[config.mk]
export PLATFORM = sky130hd
export DESIGN_NAME = segi_div_step
export DESIGN_NICKNAME = d
export VERILOG_FILES = /design/src/sv/assert_macros.svh /design/src/sv/segi_div_step.sv
export SDC_FILE = /design/constraint.sdc
export NUM_CORES = 1
export LEC_CHECK = 0
export BUFFER_PORTS_ARGS = -buffer_cell sky130_fd_sc_hd__clkbuf_2
export CORE_MARGIN = 8
export CORE_UTILIZATION = 50
export DETAILED_ROUTE_END_ITERATION = 8
export PLACE_DENSITY = 0.8
export SYNTH_ARGS = -nofsm -noshare
export SYNTH_HDL_FRONTEND = slang
export SYNTH_SLANG_ARGS = --single-unit
export TNS_END_PERCENT = 100
[constraint.sdc]
create_clock -name clk_i -period 4.35 [get_ports clk_i]
set_input_delay 0.435 -clock clk_i [delete_from_list [all_inputs] [get_ports clk_i]]
set_output_delay 0.435 -clock clk_i [all_outputs]
set_load 0.05 [all_outputs]
[src/sv/assert_macros.svh]
// ---------------------------------------------------------------------------
// Assertion macros
// Concurrent assertion wrappers that compile to nothing when SYNTH is set.
// ---------------------------------------------------------------------------
`ifndef ASSERT_MACROS_SVH
`define ASSERT_MACROS_SVH
`ifndef SYNTH
// Assertion on an explicit clock and active-low reset.
`define ASSERT_CLKD(lbl, clk, rstn, prop, msg) \
  lbl: assert property (@(posedge clk) disable iff (!rstn) prop) else $error(msg);
// Assertion on the default clk_i and rst_ni of the module.
`define ASSERT_DFLT(lbl, prop, msg) \
  `ASSERT_CLKD(lbl, clk_i, rst_ni, prop, msg)
`else
`define ASSERT_CLKD(lbl, clk, rstn, prop, msg)
`define ASSERT_DFLT(lbl, prop, msg)
`endif
`endif

[src/sv/segi_div_step.sv]
// ---------------------------------------------------------------------------
// Division step
// One registered restoring-division step: produces one quotient bit.
// ---------------------------------------------------------------------------
module segi_div_step #(
  parameter int SW = 34,
  parameter int QB = 25
) (
  input  logic          clk_i,
  input  logic          en_i,
  input  logic [SW-1:0] rem_i,
  input  logic [QB-1:0] ql_i,
  input  logic [SW-1:0] d_i,
  output logic [SW-1:0] rem_o,
  output logic [QB-1:0] ql_o
);

  logic [SW:0]   sh;
  logic [SW+1:0] trial;
  logic          ge;
  logic [SW-1:0] rem_d;
  logic [QB-1:0] ql_d;

  // Shift in the next dividend bit and try to subtract the divisor.
  always_comb begin
    sh    = {rem_i, ql_i[QB-1]};
    trial = {1'b0, sh} - {2'b00, d_i};
    ge    = ~trial[SW+1];
    rem_d = ge ? trial[SW-1:0] : sh[SW-1:0];
    ql_d  = {ql_i[QB-2:0], ge};
  end

  // Step register, advanced with the pipeline.
  always_ff @(posedge clk_i) begin
    if (en_i) begin
      rem_o <= rem_d;
      ql_o  <= ql_d;
    end
  end

endmodule
==> metrics, run 1 <==
status completed; HPWL after DPL 9200 um; switching share of total power 38.8%; Die X 109 um; Netlist cell types 63; post-route setup TNS 0 ns; Clk pwr share 25.5%; DR vias 3662; layout cell share with drive strength beyond 1 37.6%; Hold WS 0.266 ns; Max FO, Critical Path 7; row count 33; synthesized area per cell 10.8 um2; Worst Path Arrival 3.46 ns; hold path start ql_i[15]; crit path launch type input pin; top_reg_cell synth edfxtp_1; sequential fraction of the synthesis area 41.4%; die height 109 um; Area after DPL 0.00513 mm2; vias in the first global route 3866; # diodes 0; Post-CTS Resized 0; Tot Pwr 2.04 mW; number of routed nets with antenna violations 0; Clock Tree Buf Depth 2; CTS clk-pin slew, worst paths 0.08 ns; TritonCTS clock tree yes; area growth from synthesis to layout 24.6%; CP required 4.44 ns; Leak Pwr 2.50 nW; Crit. End Element flip-flop; post-synthesis register bit count 59; drt wl/cell 17.7 um; Nets 683; fin crit period 3.36 ns; synth warn 0; antenna violations before repair 0; WHS Endpoint ql_o[16]; H-tree depth 3; # DRC 0; # Max-Cap Violations 0; HP Class input pin to flip-flop; Syn Nets 527; DR pass1 iterations 5; RSZ-0062 raised after global routing false; switching pwr 0.793 mW; Via-to-Cell Ratio 5.52; worst-margin pin slew 0.624 ns; All-Layer GR Usage 19.7%; Port Buffer Count 153; total wire length 11700 um; critical path class input pin to flip-flop; Mapped Cells 397; global-route wire length before repair 18400 um; final hold violation count 0; EDFF count, synth 59; PwrDens 383 mW/mm2; slew margin rel. 58.4%; die area 0.0118 mm2; gr ovfl total 0; initial DRC count 183; Max Fclk 0.297 GHz; Post-CTS Setup Repair Bufs 0; I/O pins 154; hold_buf cts 0; Design Area, Final 0.00533 mm2; Slew Limit Fails 0; DP Cell Count 647; Min-Delay Path Depth 1; Final Cycle Share 77.3%; fin cells 663; Gate power share 38.3%; Int Power 1.25 mW; setup violators final 0; RD Place Congestion 0.898; clk root buf clkbuf_8; Core Footprint 0.00826 mm2; TritonCTS Buffers 9; Peak VDD IR 0.000187 V; CTS sink count 59; Synth Cell Area 0.00428 mm2; Seq pwr share 36.2%; Initial Util 51.8%; largest net degree at the start of global routing 41; Async SR Flop Fraction 0%
how the worst max path moves through the flow:
stage          startpoint   endpoint  slack, ns  depth (start not counted)
3_5_place_dp     ql_i[24]  rem_o[30]       0.64                         13
3_3_place_gp     ql_i[24]  rem_o[30]       0.77                         13
6_report         ql_i[24]  rem_o[30]       0.99                         13
4_1_cts          ql_i[24]  rem_o[30]       0.98                         13
2_1_floorplan    ql_i[24]  rem_o[32]       1.01                         12
5_1_grt          ql_i[24]  rem_o[30]       0.81                         13
flip-flops by register name, summed over array words and instances (netlist names):
name / count
ql_o: 25
rem_o: 34
cell families (layout without fill, tap and decap cells):
| group | Yosys count | count (layout) | share of synthesized area, % |
|---|---|---|---|
| mux | 34 | 34 | 8.98 |
| flops | 59 | 59 | 41.4 |
| fa+ha+maj | 35 | 35 | 10.4 |
| compound gates | 106 | 106 | 18.5 |
| buf+inv | 54 | 215 | 5.32 |
| simple gates | 85 | 85 | 10.5 |
| xor+xnor | 24 | 24 | 4.91 |
power groups by stage:
| stage | Clock, mW | Sequential (mW) | Combinational, mW |
|---|---|---|---|
| floorplan | 0 | 0.999 | 0.336 |
| global placement | 0 | 0.750 | 0.761 |
| detailed placement | 0 | 0.753 | 0.780 |
| CTS | 0.529 | 0.740 | 0.784 |
| global route | 0.554 | 0.746 | 0.838 |
| finish | 0.520 | 0.739 | 0.782 |
per-layer routing:
layer | wire length, um | part of all wire, % | GRT usage (%)
met1 | 4660 | 40 | 22.2
met2 | 5950 | 51 | 35.1
met3 | 993 | 8.5 | 5.71
met4 | 133 | 1.1 | 5.77
met5 | 0 | 0 | 0
critical path: stages:
cell and delay (ns):
clkbuf_2 0.08, inv_1 0.07, ha_1 0.18, inv_1 0.06, fa_1 0.43, a211o_1 0.38, a2111oi_4 0.35, o31ai_1 0.20
a221oi_4 0.37, o22ai_4 0.19, mux2i_1 0.16, a311o_1 0.29, mux2_2 0.27
placed cells by master, fill, tap and decap left out, types with 12 or more instances in the layout:
cell type	count
ha_1	34
clkbuf_2	153
a21o_1	14
xnor2_1	16
inv_1	43
a21oi_1	30
mux2_2	22
nor2_1	20
o21ai_0	12
nand2_1	20
edfxtp_1	59
per-stage QoR:
step,worst slack [ns],utilization [%]
6_report,0.986,64.6
5_1_grt,0.807,64.6
4_1_cts,0.977,64.6
3_5_place_dp,0.644,62.2
3_3_place_gp,0.769,62.2
2_1_floorplan,1.01,-
layout make-up:
type | count | area (um2)
flip-flops and latches | 59 | 1770
well taps | 105 | 131
clock inverters | 7 | 76.3
multi-input cells | 284 | 2280
repair buffers | 156 | 788
inverters | 43 | 161
fillers | 700 | 2930
clock buffers | 9 | 124
cell usage after synthesis (all sizes together) (7+ instances only):
master,instances,area (um2)
edfxtp,59,1770
inv,43,161
ha,34,425
a21oi,32,175
mux2,32,364
nand2,20,75.1
nor2,20,75.1
xnor2,16,140
a21o,14,105
o21ai,14,81.3
xor2,8,70.1
nor3,7,35.0
No activity file was read; power rests on OpenSTA's default activity.
==> run 2: changes to the inputs <==
Settings changed: ABC_AREA from default to 1, CORE_UTILIZATION 50 to 47, PLACE_DENSITY 0.8 to 0.77.
Clock period 4.35 ns to 2.8 ns, I/O delays scaled along.
==> metrics, run 2 <==
gr ovfl total 0 (unchanged); Clock Tree Buf Depth 2 (unchanged); die height 118 um (+8.6%); GR Layer Usage met2 31.7% (-3.4 points); met3 Track Usage GR 4.75% (-0.96 points); number of routed nets with antenna violations 0 (unchanged); EDFF count, synth 59 (unchanged); Synth top cells by count nand2_1, inv_1, edfxtp_1; Via-to-Cell Ratio 4.90 (-11%); vias in the first global route 4654 (+20%); Hold WS 0.107 ns (-0.159 ns); synthesized area per cell 7.26 um2 (-33%); Reg with most FFs rem_o; post-route setup TNS 0 ns (unchanged); most numerous cell in the Yosys netlist nand2_1; sequential fraction of the synthesis area 36.4% (-5.0 points); # DRC 0 (unchanged); TritonCTS clock tree yes; Port Buffer Count 153 (unchanged); commonest non-fill, non-tap cell in the layout nand2_1; I/O pins 154 (unchanged); CTS clk-pin slew, worst paths 0.07 ns (about the same); synth warn 0 (unchanged); HPWL after DPL 10900 um (+18%); total wire length 13300 um (+13%); drt wl/cell 13.6 um (-23%); status completed; setup violators final 0 (unchanged); Largest regs rem_o (34), ql_o (25); Area after DPL 0.00579 mm2 (+13%); HP Class input pin to flip-flop; global-route wire length before repair 21600 um (+17%); Syn Nets 801 (+52%); switching share of total power 42.0% (+3.1 points); CTS sink count 59 (unchanged); largest net degree at the start of global routing 60 (+46%); Netlist cell types 32 (-49%); clk root buf clkbuf_8; fin crit period 2.07 ns; Max Fclk 0.484 GHz; Clk pwr share 21.8% (-3.7 points); met1 GRT Util 23.7% (+1.5 points); area growth from synthesis to layout 22.2%; switching pwr 1.29 mW (+63%); post-synthesis register bit count 59 (unchanged); Seq pwr share 37.0% (+0.8 points); hold_buf cts 0 (unchanged); Core Footprint 0.0102 mm2 (+23%); slew margin rel. 48.0% (-10 points); TritonCTS Buffers 9 (unchanged); GRT Max-Usage Layer met2; Final Cycle Share 73.8%; Nets 964 (+41%); initial DRC count 269 (+47%); die area 0.0139 mm2 (+18%); Crit. End Element flip-flop; Design Area, Final 0.00595 mm2 (+12%); RD Place Congestion 0.909 (+1.2%); All-Layer GR Usage 19.1% (-0.55 points); Post-Place Worst Slack 0.358 ns (-0.285 ns); critical path class input pin to flip-flop; layout cell share with drive strength beyond 1 27.3% (-10 points); Initial Util 47.8% (-4.0 points); DR vias 4772 (+30%); # diodes 0 (unchanged); Slew Limit Fails 0 (unchanged); worst-margin pin slew 0.780 ns (+0.156 ns); antenna violations before repair 0 (unchanged); RSZ-0062 raised after global routing false; Mapped Cells 671 (+69%); share of the synthesized area in the top cell type 36.4% (-5.0 points); PwrDens 518 mW/mm2 (+35%); Gate power share 41.2% (+2.9 points); top_reg_cell synth edfxtp_1; DR pass1 iterations 5 (unchanged); CP required 2.91 ns (-1.53 ns); Post-CTS Resized 0 (unchanged); Peak VDD IR 0.000243 V (+29%); crit path launch type input pin; Leak Pwr 3.21 nW (+28%); final hold violation count 0 (unchanged); number of flip-flops in the largest register 34 (unchanged); Async SR Flop Fraction 0% (unchanged); post-layout util 58.4% (-6.1 points); min setup slack post-route 0.734 ns (-0.253 ns); # Max-Cap Violations 0 (unchanged); Synth Cell Area 0.00487 mm2 (+14%); Post-CTS Setup Repair Bufs 0 (unchanged); H-tree depth 3 (unchanged); dominant cells by area after synthesis edfxtp_1, nand2_1, inv_1, ha_1, nor2_1; Worst Path Arrival 2.17 ns (-1.29 ns); Synth area leader edfxtp_1; Die X 118 um (+8.6%); row count 37 (+12%); Int Power 1.79 mW (+43%); highest-count cells in the layout ignoring fill and taps nand2_1, clkbuf_2, inv_1; Max FO, Critical Path 4 (-3)
==> run 2: cell families (layout without fill, tap and decap cells) <==
family	Yosys count	after routing	share of synthesized area [%]
buf+inv	136	303	11.4
compound gates	64	64	8.17
xor+xnor	18	18	3.24
flops	59	59	36.4
fa+ha+maj	35	35	9.14
simple gates	359	359	31.7
==> run 2: final timing paths <==
check / slack (ns) / startpoint / cells past startpoint / end
max: 0.73 / ql_i[24] / 15 / rem_o[32]
min: 0.11 / ql_i[15] / 1 / ql_o[16]
==> run 2: stage by stage <==
stage                     std cells  power (mW)
after global placement          959        2.42
after detailed placement        959        2.43
after floorplan                 671        2.10
after global routing            974        3.26
after CTS                       974        3.10
final                           974        3.08
==> run 2: critical path, stage by stage <==
cell and delay (ns):
clkbuf_2 0.09, inv_1 0.05, ha_1 0.17, inv_1 0.09
fa_1 0.44, nand3_1 0.11, nand3_1 0.19, nand2_1 0.12
nand2_1 0.10, nand2_1 0.08, nand2_1 0.10, nand3_1 0.12
nand3_1 0.08, nand3_1 0.10, nand2_1 0.05
==> run 2: power by group through the flow <==
stage	registers, mW	logic [mW]	clock network, mW
after floorplan	1.54	0.564	0
after detailed placement	1.16	1.27	0
after global routing	1.15	1.38	0.725
final	1.14	1.27	0.672
after global placement	1.16	1.26	0
after CTS	1.14	1.27	0.686
==> run 2: final cells by class <==
class,count,area [um2]
clock buffers,9,124
clock inverters,6,33.8
fillers,1043,4230
inverters,130,490
multi-input cells,476,2540
flip-flops and latches,59,1770
well taps,136,170
repair buffers,158,816
==> run 2: metal layers <==
layer	up-vias	share of wire [%]
li1	2455	-
met2	152	46
met3	18	6.5
met1	2147	45
met5	-	0
met4	0	2.0
==> run 3: changes to the inputs <==
Settings changed: CORE_UTILIZATION 47 to 50, PLACE_DENSITY 0.77 to 0.79.
Clock period 2.8 ns to 2.15 ns, I/O delays scaled along.
==> metrics, run 3 (same netlist as run 2, synthesis figures left out) <==
status completed; TritonCTS clock tree yes; Peak VDD IR 0.000407 V (+68%); Slew Limit Fails 0 (unchanged); hold_buf cts 0 (unchanged); commonest non-fill, non-tap cell in the layout nand2_1; Gate power share 39.8% (-1.4 points); Int Power 2.65 mW (+48%); critical path class input pin to flip-flop; All-Layer GR Usage 21.7% (+2.6 points); clk root buf clkbuf_8; Nets 997 (+3.4%); Largest regs rem_o (34), ql_o (25); PwrDens 704 mW/mm2 (+36%); vias in the first global route 4727 (+1.6%); Seq pwr share 33.6% (-3.4 points); die height 115 um (-2.6%); largest net degree at the start of global routing 60 (unchanged); worst-margin pin slew 0.372 ns (-0.408 ns); HPWL after DPL 11500 um (+5.5%); crit path launch type input pin; I/O pins 154 (unchanged); total wire length 14000 um (+5.4%); initial DRC count 297 (+10%); H-tree depth 3 (unchanged); Clk pwr share 26.7% (+4.9 points); layout cell share with drive strength beyond 1 30.2% (+2.8 points); DR vias 4890 (+2.5%); Reg with most FFs rem_o; area growth from synthesis to layout 29.2%; final hold violation count 0 (unchanged); Via-to-Cell Ratio 4.87 (-0.69%); switching pwr 1.77 mW (+37%); CP required 2.26 ns (-0.65 ns); Leak Pwr 3.41 nW (+6.2%); Core Footprint 0.00959 mm2 (-5.8%); antenna violations before repair 0 (unchanged); slew margin rel. 74.9% (+27 points); RSZ-0062 raised after global routing false; DP Cell Count 989 (+3.1%); global-route wire length before repair 22500 um (+4.1%); number of routed nets with antenna violations 0 (unchanged); Die X 115 um (-2.6%); row count 36 (-2.7%); Initial Util 50.8% (+2.9 points); Port Buffer Count 153 (unchanged); Max FO, Critical Path 4 (unchanged); DR pass1 iterations 5 (unchanged); min setup slack post-route 0.306 ns (-0.428 ns); switching share of total power 40.0% (-1.9 points); setup violators final 0 (unchanged); Worst Path Arrival 1.95 ns (-0.22 ns); fin crit period 1.84 ns; Post-CTS Resized 0 (unchanged); fin cells 1005 (+3.2%); # diodes 0 (unchanged); CTS clk-pin slew, worst paths 0.07 ns (about the same); highest-count cells in the layout ignoring fill and taps nand2_1, clkbuf_2, inv_1; TritonCTS Buffers 9 (unchanged); # DRC 0 (unchanged); HP Class input pin to flip-flop; gr ovfl total 0 (unchanged); Final Cycle Share 85.8%; Clock Tree Buf Depth 2 (unchanged); RD Place Congestion 0.942 (+3.6%); Crit. End Element flip-flop; # Max-Cap Violations 0 (unchanged); Post-Place Worst Slack -0.0311 ns (-0.390 ns); CTS sink count 59 (unchanged); drt wl/cell 13.9 um (+2.2%); Max Fclk 0.542 GHz; die area 0.0132 mm2 (-5.2%); number of flip-flops in the largest register 34 (unchanged); Post-CTS Setup Repair Bufs 0 (unchanged)
-- run 3: per-layer routing --
| layer | GRT usage [%] | share of wire, % | vias to the layer above |
|---|---|---|---|
| li1 | - | - | 2524 |
| met1 | 28.1 | 44 | 2140 |
| met2 | 35.4 | 46 | 202 |
| met3 | 4.91 | 8.3 | 24 |
| met4 | 6.22 | 1.9 | 0 |
| met5 | 0 | 0 | - |
-- run 3: worst paths after layout --
| check | start | to | cells past startpoint |
|---|---|---|---|
| worst max-delay path | d_i[13] | rem_o[33] | 14 |
| worst min-delay path | ql_i[23] | ql_o[24] | 1 |
-- run 3: per-stage QoR --
step / utilization, % / TNS, ns / total power, mW / area (um2) / hold WS, ns
2_1_floorplan: - / 0 / 2.74 / 4870 / 0.314
3_3_place_gp: 63.3 / 0 / 3.24 / 6070 / 0.392
3_5_place_dp: 63.3 / -0.0682 / 3.26 / 6070 / 0.394
4_1_cts: 65.6 / 0 / 4.43 / 6290 / 0.0294
5_1_grt: 65.6 / 0 / 4.65 / 6290 / 0.0308
6_report: 65.6 / 0 / 4.43 / 6290 / 0.0367
-- run 3: cell type report --
| cell class | count | area, um2 |
|---|---|---|
| Clock inverter | 7 | 92.6 |
| Fill cell | 908 | 3300 |
| Tap cell | 133 | 166 |
| Inverter | 130 | 490 |
| Multi-Input combinational cell | 476 | 2540 |
| Clock buffer | 9 | 124 |
| Timing Repair Buffer | 191 | 1100 |
| Sequential cell | 59 | 1770 |
-- run 3: power by group through the flow --
stage	logic [mW]	registers, mW	clock network, mW
floorplan	0.734	2.00	0
detailed placement	1.75	1.51	0
finish	1.76	1.49	1.18
global route	1.92	1.50	1.23
CTS	1.76	1.49	1.18
global placement	1.74	1.51	0
-- run 3: worst max-delay path, cell delays in order --
cell and delay (ns):
clkbuf_2 0.08, inv_1 0.03, ha_1 0.41, nand2_1 0.13
nor2_1 0.23, nand2_1 0.10, inv_1 0.09, nand4_1 0.10
nand3_1 0.20, nand2_1 0.11, nand2_1 0.07, nand2_1 0.05
nand3_1 0.06, nand2_1 0.05
